<file path="src/rtl/core/trdec_pkg.sv">
// Shared types and constants of the TGA RLE pixel decoder.
package trdec_pkg;

   localparam logic [7:0] HDR_RUN_BIT    = 8'h80;
   localparam logic [7:0] HDR_COUNT_MASK = 8'h7f;

   localparam logic [1:0] REG_PIXEL_BYTES  = 2'd0;
   localparam logic [1:0] REG_IMAGE_WIDTH  = 2'd1;
   localparam logic [1:0] REG_IMAGE_HEIGHT = 2'd2;

   localparam logic [2:0] PIXEL_BYTES_BGRA = 3'd4;
   localparam logic [2:0] PIXEL_BYTES_RST  = 3'd3;

   localparam int TOKEN_DEPTH = 2;

   typedef struct packed {
      logic [7:0] red;
      logic [7:0] green;
      logic [7:0] blue;
      logic [7:0] alpha;
      logic [7:0] count;
      logic       done;
   } token_type;

   typedef struct packed {
      logic        four_byte;
      logic [31:0] total;
   } cfg_type;

endpackage

</file>
<file path="src/rtl/core/trdec_csr.sv">
// Configuration registers and pixel total of the TGA RLE pixel decoder.
module trdec_csr
   import trdec_pkg::*;
(
   input  logic        clock,
   input  logic        reset,
   input  logic        csr_psel,
   input  logic        csr_penable,
   input  logic        csr_pwrite,
   input  logic [3:0]  csr_paddr,
   input  logic [31:0] csr_pwdata,
   output logic [31:0] csr_prdata,
   output logic        csr_pready,
   output cfg_type     cfg
);

   logic [2:0]  pixel_bytes_ff, pixel_bytes_in;
   logic [15:0] width_ff, width_in;
   logic [15:0] height_ff, height_in;
   logic [31:0] total_ff, total_in;
   logic        wr_en;
   logic [1:0]  reg_idx;

   assign csr_pready = 1'b1;
   assign wr_en      = csr_psel & csr_penable & csr_pwrite;
   assign reg_idx    = csr_paddr[3:2];

   always_comb begin
      pixel_bytes_in = pixel_bytes_ff;
      width_in       = width_ff;
      height_in      = height_ff;
      if (wr_en) begin
         case (reg_idx)
            REG_PIXEL_BYTES:  pixel_bytes_in = csr_pwdata[2:0];
            REG_IMAGE_WIDTH:  width_in       = csr_pwdata[15:0];
            REG_IMAGE_HEIGHT: height_in      = csr_pwdata[15:0];
            default: ;
         endcase
      end
      total_in = 32'(width_in) * 32'(height_in);
   end

   always_comb begin
      case (reg_idx)
         REG_PIXEL_BYTES:  csr_prdata = {29'd0, pixel_bytes_ff};
         REG_IMAGE_WIDTH:  csr_prdata = {16'd0, width_ff};
         REG_IMAGE_HEIGHT: csr_prdata = {16'd0, height_ff};
         default:          csr_prdata = 32'd0;
      endcase
   end

   always_ff @(posedge clock) begin
      if (reset) begin
         pixel_bytes_ff <= PIXEL_BYTES_RST;
         width_ff       <= 16'd1;
         height_ff      <= 16'd1;
         total_ff       <= 32'd1;
      end else begin
         pixel_bytes_ff <= pixel_bytes_in;
         width_ff       <= width_in;
         height_ff      <= height_in;
         total_ff       <= total_in;
      end
   end

   assign cfg.four_byte = (pixel_bytes_ff == PIXEL_BYTES_BGRA);
   assign cfg.total     = total_ff;

endmodule

</file>
<file path="src/rtl/core/trdec_front.sv">
// Packet parser: splits headers from pixel bytes, assembles and counts pixels.
module trdec_front
   import trdec_pkg::*;
(
   input  logic      clock,
   input  logic      reset,
   input  cfg_type   cfg,
   input  logic      in_valid,
   input  logic      in_ready,
   input  logic [7:0] in_byte,
   input  logic      in_start,
   output logic      push,
   output token_type token
);

   logic        expect_ff, expect_in;
   logic        is_run_ff, is_run_in;
   logic [7:0]  left_ff, left_in;
   logic [1:0]  bip_ff, bip_in;
   logic [23:0] gather_ff, gather_in;
   logic [31:0] decoded_ff, decoded_in;
   logic        finished_ff, finished_in;
   logic        accept, live, work, hdr, last_byte, done;
   logic [23:0] gather_next;
   logic [7:0]  left_dec, count, clipped;
   logic [31:0] missing;

   assign accept    = in_valid & in_ready;
   // bytes after the image are dropped until a restart
   assign live      = in_start | ~(finished_ff | (decoded_ff >= cfg.total));
   assign work      = accept & live & (cfg.total != 32'd0);
   assign hdr       = in_start | expect_ff;
   assign last_byte = cfg.four_byte ? (bip_ff == 2'd3) : (bip_ff >= 2'd2);
   assign left_dec  = left_ff - 8'd1;
   assign count     = (is_run_ff && left_ff != 8'd0) ? left_ff : 8'd1;
   assign missing   = cfg.total - decoded_ff;
   assign done      = ({24'd0, count} >= missing);
   assign clipped   = done ? missing[7:0] : count;

   always_comb begin
      case (bip_ff)
         2'd0:    gather_next = gather_ff | {16'd0, in_byte};
         2'd1:    gather_next = gather_ff | {8'd0, in_byte, 8'd0};
         2'd2:    gather_next = gather_ff | {in_byte, 16'd0};
         default: gather_next = gather_ff;
      endcase
   end

   assign push = work & ~hdr & last_byte;

   always_comb begin
      token.red   = gather_next[23:16];
      token.green = gather_next[15:8];
      token.blue  = gather_next[7:0];
      token.alpha = (cfg.four_byte && bip_ff == 2'd3) ? in_byte : 8'd0;
      token.count = clipped;
      token.done  = done;
   end

   always_comb begin
      expect_in   = expect_ff;
      is_run_in   = is_run_ff;
      left_in     = left_ff;
      bip_in      = bip_ff;
      gather_in   = gather_ff;
      decoded_in  = decoded_ff;
      finished_in = finished_ff;
      if (accept && in_start) begin
         expect_in   = 1'b1;
         is_run_in   = 1'b0;
         left_in     = 8'd0;
         bip_in      = 2'd0;
         gather_in   = 24'd0;
         decoded_in  = 32'd0;
         finished_in = 1'b0;
      end
      if (work) begin
         if (hdr) begin
            is_run_in = (in_byte & HDR_RUN_BIT) != 8'd0;
            left_in   = (in_byte & HDR_COUNT_MASK) + 8'd1;
            bip_in    = 2'd0;
            gather_in = 24'd0;
            expect_in = 1'b0;
         end else if (!last_byte) begin
            bip_in    = bip_ff + 2'd1;
            gather_in = gather_next;
         end else begin
            bip_in      = 2'd0;
            gather_in   = 24'd0;
            decoded_in  = decoded_ff + {24'd0, clipped};
            finished_in = done;
            if (is_run_ff) begin
               left_in   = 8'd0;
               expect_in = 1'b1;
            end else begin
               left_in   = left_dec;
               expect_in = (left_dec == 8'd0);
            end
         end
      end
   end

   always_ff @(posedge clock) begin
      if (reset) begin
         expect_ff   <= 1'b1;
         is_run_ff   <= 1'b0;
         left_ff     <= 8'd0;
         bip_ff      <= 2'd0;
         gather_ff   <= 24'd0;
         decoded_ff  <= 32'd0;
         finished_ff <= 1'b0;
      end else begin
         expect_ff   <= expect_in;
         is_run_ff   <= is_run_in;
         left_ff     <= left_in;
         bip_ff      <= bip_in;
         gather_ff   <= gather_in;
         decoded_ff  <= decoded_in;
         finished_ff <= finished_in;
      end
   end

endmodule

</file>
<file path="src/rtl/core/trdec_queue.sv">
// Two-entry pixel token queue between parser and result stage.
module trdec_queue
   import trdec_pkg::*;
(
   input  logic      clock,
   input  logic      reset,
   input  logic      push,
   input  token_type push_token,
   input  logic      pop,
   output logic      full,
   output logic      not_empty,
   output token_type head,
   output logic [1:0] level
);

   token_type  mem_ff [TOKEN_DEPTH];
   logic       wr_ptr_ff, wr_ptr_in;
   logic       rd_ptr_ff, rd_ptr_in;
   logic [1:0] level_ff, level_in;

   assign full      = (level_ff == 2'(TOKEN_DEPTH));
   assign not_empty = (level_ff != 2'd0);
   assign head      = mem_ff[rd_ptr_ff];
   assign level     = level_ff;

   always_comb begin
      wr_ptr_in = push ? ~wr_ptr_ff : wr_ptr_ff;
      rd_ptr_in = pop ? ~rd_ptr_ff : rd_ptr_ff;
      level_in  = level_ff + {1'b0, push} - {1'b0, pop};
   end

   always_ff @(posedge clock) begin
      if (push) begin
         mem_ff[wr_ptr_ff] <= push_token;
      end
   end

   always_ff @(posedge clock) begin
      if (reset) begin
         wr_ptr_ff <= 1'b0;
         rd_ptr_ff <= 1'b0;
         level_ff  <= 2'd0;
      end else begin
         wr_ptr_ff <= wr_ptr_in;
         rd_ptr_ff <= rd_ptr_in;
         level_ff  <= level_in;
      end
   end

endmodule

</file>
<file path="src/rtl/core/trdec_back.sv">
// Result stage: holds one pixel on the output until it is taken.
module trdec_back
   import trdec_pkg::*;
(
   input  logic       clock,
   input  logic       reset,
   input  logic       tok_valid,
   input  token_type  tok,
   output logic       tok_pop,
   output logic       rsp_tvalid,
   input  logic       rsp_tready,
   output logic [39:0] rsp_tdata,
   output logic       rsp_tlast
);

   logic        valid_ff, valid_in;
   logic [39:0] data_ff, data_in;
   logic        last_ff, last_in;
   logic        adv;

   assign adv     = ~valid_ff | rsp_tready;
   assign tok_pop = tok_valid & adv;

   always_comb begin
      valid_in = valid_ff;
      data_in  = data_ff;
      last_in  = last_ff;
      if (adv) begin
         valid_in = tok_valid;
      end
      if (tok_pop) begin
         data_in = {tok.count, tok.alpha, tok.blue, tok.green, tok.red};
         last_in = tok.done;
      end
   end

   always_ff @(posedge clock) begin
      if (reset) begin
         valid_ff <= 1'b0;
      end else begin
         valid_ff <= valid_in;
      end
   end

   always_ff @(posedge clock) begin
      data_ff <= data_in;
      last_ff <= last_in;
   end

   assign rsp_tvalid = valid_ff;
   assign rsp_tdata  = data_ff;
   assign rsp_tlast  = last_ff;

endmodule

</file>
<file path="src/rtl/core/tga_rle_pixel_decoder.sv">
// Top level of the TGA RLE pixel decoder.
//
// channel  dir  handshake              payload
// req      in   req_tvalid/req_tready  tdata: data_byte; tuser: frame_start
// rsp      out  rsp_tvalid/rsp_tready  tdata: red,green,blue,alpha,repeat_count;
//                                      tlast: image_done
// csr      in   psel/penable/pready    pixel_bytes @0, image_width @4, image_height @8
//
// One byte per cycle in while the token queue has room. Once the last byte of a pixel
// is accepted, the pixel passes the token queue, then the result register, to rsp_tvalid.
// The parser counts pixels and stalls only when the two-entry token queue is full.
// Reset is synchronous; decoding restarts at the first header byte.
// The pixel total is registered from width*height at the write itself.
module tga_rle_pixel_decoder
   import trdec_pkg::*;
(
   input  logic        clock,
   input  logic        reset,
   input  logic        req_tvalid,
   output logic        req_tready,
   input  logic [7:0]  req_tdata,   // [7:0] data_byte
   input  logic        req_tuser,   // [0] frame_start
   output logic        rsp_tvalid,
   input  logic        rsp_tready,
   output logic [39:0] rsp_tdata,   // [7:0] red, [15:8] green, [23:16] blue,
                                    // [31:24] alpha, [39:32] repeat_count
   output logic        rsp_tlast,
   input  logic        csr_psel,
   input  logic        csr_penable,
   input  logic        csr_pwrite,
   input  logic [3:0]  csr_paddr,
   input  logic [31:0] csr_pwdata,
   output logic [31:0] csr_prdata,
   output logic        csr_pready
);

   cfg_type    cfg;
   token_type  push_token, head;
   logic       push, pop, q_full, q_valid;
   logic [1:0] q_level;

   assign req_tready = ~q_full;

   trdec_csr u_csr (
      .clock       (clock),
      .reset       (reset),
      .csr_psel    (csr_psel),
      .csr_penable (csr_penable),
      .csr_pwrite  (csr_pwrite),
      .csr_paddr   (csr_paddr),
      .csr_pwdata  (csr_pwdata),
      .csr_prdata  (csr_prdata),
      .csr_pready  (csr_pready),
      .cfg         (cfg)
   );

   trdec_front u_front (
      .clock    (clock),
      .reset    (reset),
      .cfg      (cfg),
      .in_valid (req_tvalid),
      .in_ready (req_tready),
      .in_byte  (req_tdata),
      .in_start (req_tuser),
      .push     (push),
      .token    (push_token)
   );

   trdec_queue u_queue (
      .clock      (clock),
      .reset      (reset),
      .push       (push),
      .push_token (push_token),
      .pop        (pop),
      .full       (q_full),
      .not_empty  (q_valid),
      .head       (head),
      .level      (q_level)
   );

   trdec_back u_back (
      .clock      (clock),
      .reset      (reset),
      .tok_valid  (q_valid),
      .tok        (head),
      .tok_pop    (pop),
      .rsp_tvalid (rsp_tvalid),
      .rsp_tready (rsp_tready),
      .rsp_tdata  (rsp_tdata),
      .rsp_tlast  (rsp_tlast)
   );

   a_count_nonzero: assert property (@(posedge clock) disable iff (reset)
      rsp_tvalid |-> rsp_tdata[39:32] != 8'd0)
      else $error("result with zero repeat count");

   a_queue_bound: assert property (@(posedge clock) disable iff (reset)
      q_level <= 2'(TOKEN_DEPTH))
      else $error("token queue overflow");

   a_push_room: assert property (@(posedge clock) disable iff (reset)
      push |-> !q_full)
      else $error("token pushed into full queue");

   a_reset_empty: assert property (@(posedge clock)
      reset |=> !rsp_tvalid && q_level == 2'd0)
      else $error("state not cleared by reset");

endmodule
</file>
<file path="config.mk">
export PLATFORM = sky130hd
export DESIGN_NAME = tga_rle_pixel_decoder
export DESIGN_NICKNAME = d
export VERILOG_FILES = /design/src/rtl/core/trdec_pkg.sv /design/src/rtl/core/trdec_csr.sv /design/src/rtl/core/trdec_front.sv /design/src/rtl/core/trdec_queue.sv /design/src/rtl/core/trdec_back.sv /design/src/rtl/core/tga_rle_pixel_decoder.sv
export SDC_FILE = /design/constraint.sdc
export NUM_CORES = 1
export LEC_CHECK = 0
export BUFFER_PORTS_ARGS = -buffer_cell sky130_fd_sc_hd__buf_2
export CAP_MARGIN = 20
export CORE_MARGIN = 2
export CORE_UTILIZATION = 57
export DETAILED_ROUTE_END_ITERATION = 6
export GPL_ROUTABILITY_DRIVEN = 0
export PLACE_DENSITY = 0.75
export SLEW_MARGIN = 20
export SYNTH_ARGS = -nofsm -noshare
export SYNTH_HDL_FRONTEND = slang
export SYNTH_SLANG_ARGS = --single-unit
</file>
<file path="constraint.sdc">
create_clock -name clock -period 23.4 [get_ports clock]
set_input_delay 4.68 -clock clock [delete_from_list [all_inputs] [get_ports clock]]
set_output_delay 4.68 -clock clock [all_outputs]
set_load 0.005 [all_outputs]
</file>
After elaboration in Yosys (flattened, before gate mapping). Memory sizes are Yosys's and may differ from the RTL's. A register that Yosys moved wholly into a read port is not among the register bits. Cells that the tools add are included.

Add/subtract/negate cells: 7. Multipliers: 1. $lt $le $gt $ge: 3. Equal/unequal tests: 7. Muxes and demuxes: 41. Bitwise operators: 21. Reduce and logical (&&, ||, !) cells: 11.

Operators by type and width (count): 32-bit two-way mux (4); 24-bit two-way mux (4); 24-bit one-hot mux with 3 select lines (1); 16-bit two-way mux (4); 8-bit two-way mux (8); 16-bit one-hot mux with 3 select lines (1); 32-bit by 8-bit adder with 32-bit output (1); 32-bit >= comparator (1); 8-bit by 32-bit >= comparator with 1-bit output (1); 16-bit by 16-bit multiplier with 32-bit output (1); 32-bit nonzero test (1); 32-bit subtractor (1); 24-bit by 16-bit bitwise OR with 24-bit output (1); 24-bit bitwise OR (1); 24-bit by 8-bit bitwise OR with 24-bit output (1); 1-bit two-way mux (15); 7-bit by 1-bit adder with 8-bit output (second input constant) (1); 1-bit AND (8); 2-bit == test (second input constant) (4); 8-bit zero test (1); 2-bit two-way mux (4); 8-bit nonzero test (1); 8-bit by 1-bit subtractor with 8-bit output (second input constant) (1); 1-bit NOT (6); other kinds (11) (19).

Register bits after elaboration: 141. RAM bits: 82. Input bits: 52. Logic and storage cells: 107. Memories kept: 1.

Memories: u_queue.mem_ff (depth 2, width 41, rd ports 1, clocked after Yosys merged registers in 1, wr ports 1, line trdec_queue.sv:16) `token_type mem_ff [TOKEN_DEPTH];`.

Logic depth before layout (Yosys ltp).
Word-level depth: 10. Mapped depth: 31.

Modules after synthesis. From an unflattened synthesis, not the netlist that was laid out.

Cells, all modules: 2391. Area, all modules: 22347.7 um^2.

By module, submodules not included: trdec_csr (instances 1, cells each 1260, area an instance 11058.1 um^2, seq. area each 1341.3 um^2); trdec_front (instances 1, cells each 935, area an instance 6615.1 um^2, seq. area each 1381.3 um^2); trdec_queue (instances 1, cells each 149, area an instance 3384.5 um^2, seq. area each 2562.5 um^2); trdec_back (instances 1, cells each 46, area an instance 1286.2 um^2, seq. area each 1251.2 um^2); tga_rle_pixel_decoder (instances 1, cells each 1, area an instance 3.8 um^2, seq. area each 0.0 um^2).

Least setup slack after synthesis. Ideal clock, no wire load.

Path type: input-to-reg. Start point: input port csr_paddr[3]. End point: register u_csr.total_ff[30]. Library setup time: 79 ps. Data arrival time: 11927 ps. Required time: 23321 ps. Setup slack: 11394 ps. Stages: 29. Cells stage by stage: clkbuf_1 -> nor2b_1 -> clkbuf_1 -> nor2b_1 -> clkbuf_1 -> clkbuf_1 -> buf_1 -> mux2i_1 -> nor2_1 -> fa_1 -> inv_1 -> fa_1 -> fa_1 -> inv_1 -> fa_1 -> fa_1 -> inv_1 -> fa_1 -> inv_1 -> ha_1 -> nand3_1 -> nor2_1 -> nand2_1 -> a2bb2oi_1 -> o211ai_1 -> a21oi_1 -> o311a_1 -> or4_1 -> o211ai_1.

Cells in the longest elaborated chain, start to end: 4.

RTL lines: start, declared (line tga_rle_pixel_decoder.sv:31) `input logic [3:0] csr_paddr,`; 2-bit by 1-bit == test with 1-bit output / 2-bit == test (equally long branches) (line trdec_csr.sv:33) `case (reg_idx)`; 16-bit two-way mux (line trdec_csr.sv:33); 16-bit two-way mux (line trdec_csr.sv:32) `if (wr_en) begin`; 16-bit by 16-bit multiplier with 32-bit output (*) (line trdec_csr.sv:40) `total_in = 32'(width_in) * 32'(height_in);`; end signal, assigned (line trdec_csr.sv:62) `total_ff <= total_in;`; end, declared (line trdec_csr.sv:20) `logic [31:0] total_ff, total_in;`.

Every way passes the cells marked *; elsewhere a longest branch is shown, timed or not. A chain may end at the register's enable or synchronous reset.

Worst setup path after layout.
Start point: input port csr_paddr[2]. End point: register u_csr.total_ff[30].

Same word-level chain as after synthesis.

==> impl_metrics.env <==
export IMPL_status="complete, but fails checks"
export IMPL_violations="DRC"
export IMPL_syn_to_final_growth_pct=7.56
export IMPL_row_count=72
export IMPL_place_hpwl_mm=44.0
export IMPL_cts_sinks=264
export IMPL_post_cts_buffers=0
export IMPL_critPathRequiredTime_ns=23.88
export IMPL_routedWlPerCell_um=19.7
export IMPL_hold_path_class="reg -> reg"
export IMPL_r2r_start="u_front.decoded_ff[4]"
export IMPL_tritoncts="yes"
export IMPL_cts_buffers=27
export IMPL_setup_tns_ns=0
export IMPL_vias=18000
export IMPL_final_common_cell="inv_1"
export IMPL_cts_repair_resized=0
export IMPL_dp_cells=2900
export IMPL_grt_pass1_vias=18100
export IMPL_synthDistinctLibCells=93
export IMPL_stdcell_count=2951
export IMPL_r2r_end="u_front.decoded_ff[26]"
export IMPL_post_route_util_pct=62.1
export IMPL_drt_initial_drc_count=1774
export IMPL_fin_crit_sh_pct=52.1
export IMPL_grt_pass1_wl_mm=93.3
export IMPL_maxSlewViolCount=0
export IMPL_die_w_um=202
export IMPL_r2r_setup_slack_ns=15.35
export IMPL_netlist_area_sq_mm=0.0222
export IMPL_grt_ovfl_total=0
export IMPL_p_per_area_mw_per_mm2=49.8
export IMPL_synthCells=2365
export IMPL_drive_gt1_share_pct=11.7
export IMPL_ys_warn_count=0
export IMPL_antenna_found_initial=3
export IMPL_drc=7
export IMPL_rsz0062_at_grt="false"
export IMPL_synth_edf_count=123
export IMPL_clock_root_buffer="clkbuf_16"
export IMPL_ctsHoldBuffers=0
export IMPL_chipHeight_um=202
export IMPL_min_path_cells=2
export IMPL_fin_nets=2821
export IMPL_min_from="u_front.decoded_ff[19]"
export IMPL_postSynthAreaPerCell_sq_um=9.41
export IMPL_fin_crit_ns=12.20
export IMPL_io_pins=128
export IMPL_worstPathMaxFanout=31
export IMPL_arrival_ns=12.68
export IMPL_finClkSkew_ns=0.0179
export IMPL_grt_usage_pct=28.5
export IMPL_path_clk_slew_ns=0.07
export IMPL_worst_pin_slew_ns=1.04
export IMPL_ant_nets=0
export IMPL_setup_violations=0
export IMPL_core_sq_mm=0.0386
export IMPL_portBuffers=92
export IMPL_ys_ff_latch=264
export IMPL_finalHoldViolCount=0
export IMPL_cts_max_level=1
export IMPL_vdd_drop_max_mv=0.0514
export IMPL_die_area_sq_mm=0.0406
export IMPL_yosysSeqAreaShare_pct=29.3
export IMPL_hold_slack_ns=0.472
export IMPL_slew_headroom_pct=28.5
export IMPL_viasPerCell=6.10
export IMPL_synthArstFlopShare_pct=0
export IMPL_ys_flop_type="dfxtp_1"
export IMPL_dr_pass1_iters=7
export IMPL_holdPathEnd="u_front.decoded_ff[19]"
export IMPL_clk_latency_ns=0.57
export IMPL_end_kind="flop"
export IMPL_grt_max_degree=69
export IMPL_cts_buffer_depth=3
export IMPL_startpoint_type="input port"
export IMPL_start_util_pct=57.7
export IMPL_worstSetupPathType="in -> reg"
export IMPL_reg2reg_depth=27
export IMPL_power_leakage_nw=10.5
export IMPL_layout_common_cells="inv_1, nor2_1, nand2_1"
export IMPL_cap_violations=0
export IMPL_finalWirelength_mm=58.2
export IMPL_timing_fmax_mhz=82.0
## stage by stage
| step | total power [mW] | worst slack [ns] | instance area (sq um) |
|---|---|---|---|
| after floorplan | 0.697 | 11.39 | 22300 |
| after global placement | 0.761 | 10.40 | 23000 |
| after detailed placement | 0.766 | 10.73 | 23000 |
| after CTS | 1.19 | 11.30 | 23900 |
| after global routing | 1.23 | 10.85 | 23900 |
| final | 1.19 | 11.20 | 23900 |
## flip-flops by register name, summed over array words and instances, names as in the netlist, 2 cells and up
signal,flops
u_csr.width_ff,16
u_csr.total_ff,32
u_front.gather_ff,24
u_front.left_ff,8
u_back.rsp_tdata,40
u_csr.height_ff,16
u_queue.level,2
u_csr.pixel_bytes_ff,3
u_front.decoded_ff,32
u_queue.mem_ff,82
u_front.bip_ff,2
## where the power goes
part           total (mW)  switching, mW  internal (mW)
registers           0.540         0.0220          0.518
logic               0.222          0.134         0.0884
clock network       0.430          0.189          0.241
total                1.19          0.344          0.847
## worst max path at each step
stage / startpoint / end / slack (ns) / cells past startpoint
5_1_grt: csr_paddr[2] / u_csr.total_ff[30] / 10.85 / 26
3_3_place_gp: csr_paddr[2] / u_csr.total_ff[31] / 10.40 / 24
2_1_floorplan: csr_paddr[3] / u_csr.total_ff[30] / 11.39 / 29
4_1_cts: csr_paddr[2] / u_csr.total_ff[30] / 11.30 / 26
6_report: csr_paddr[2] / u_csr.total_ff[30] / 11.20 / 26
3_5_place_dp: csr_paddr[2] / u_csr.total_ff[31] / 10.73 / 24
## area by class of cell
class / count / area (sq um)
timing repair buffer: 120 / 673
antenna: 1 / 2.50
fill: 3251 / 14600
tap: 518 / 648
clock buffer: 33 / 708
clock inverter: 17 / 174
multi-input combinational: 1693 / 14100
sequential: 264 / 6520
inverter: 305 / 1140
## worst max-delay path: stages
cell	delay (ns)
buf_2	0.15
nor2b_2	0.64
nor2b_2	0.26
buf_4	0.43
mux2i_1	0.76
nor2_1	0.14
fa_1	0.56
inv_1	0.05
fa_1	0.46
fa_1	0.52
inv_1	0.06
fa_1	0.49
fa_1	0.49
inv_1	0.05
fa_1	0.48
inv_1	0.05
ha_1	0.38
nand3_1	0.13
nor2_1	0.16
nand2_1	0.07
a2bb2oi_1	0.21
o211ai_1	0.28
a21oi_1	0.18
o311a_1	0.38
or4_1	0.50
o211ai_1	0.11
## cell families (layout without fill, tap and decap cells)
group / count (synthesis) / after routing / share of synthesized area (%)
and+or+nand+nor: 728 / 728 / 15.1
buffers and inverters: 423 / 475 / 7.94
AOI/OAI and AO/OA: 404 / 404 / 12.4
adders and majority gates: 358 / 358 / 26.8
DFF: 264 / 264 / 29.3
muxes: 129 / 129 / 6.29
xor gates and xnor gates: 57 / 57 / 2.24
other: 2 / 18 / 0.0338
## cells in the mapped netlist, drive strengths merged, types with 31 or more instances
| cell | count | area (sq um) |
|---|---|---|
| xnor2 | 34 | 298 |
| edfxtp | 123 | 3690 |
| clkbuf | 74 | 288 |
| nand3 | 58 | 290 |
| o21ai | 56 | 280 |
| mux2i | 46 | 460 |
| nand2 | 226 | 853 |
| buf | 42 | 290 |
| ha | 162 | 2030 |
| dfxtp | 141 | 2820 |
| fa | 196 | 3920 |
| nor2 | 244 | 916 |
| inv | 305 | 1140 |
| nor3 | 31 | 160 |
| a21oi | 119 | 599 |
| a22o | 42 | 368 |
| a21o | 40 | 309 |
| mux2 | 83 | 938 |
## routing by layer
layer / part of all wire (%) / global-route usage (%) / up-vias
li1: - / - / 8122
met1: 40 / 37.1 / 8764
met2: 47 / 47.4 / 918
met3: 8.4 / 4.15 / 189
met4: 4.9 / 12.4 / 0
met5: 0 / 0 / -
Power figures use the tool's default switching activity.
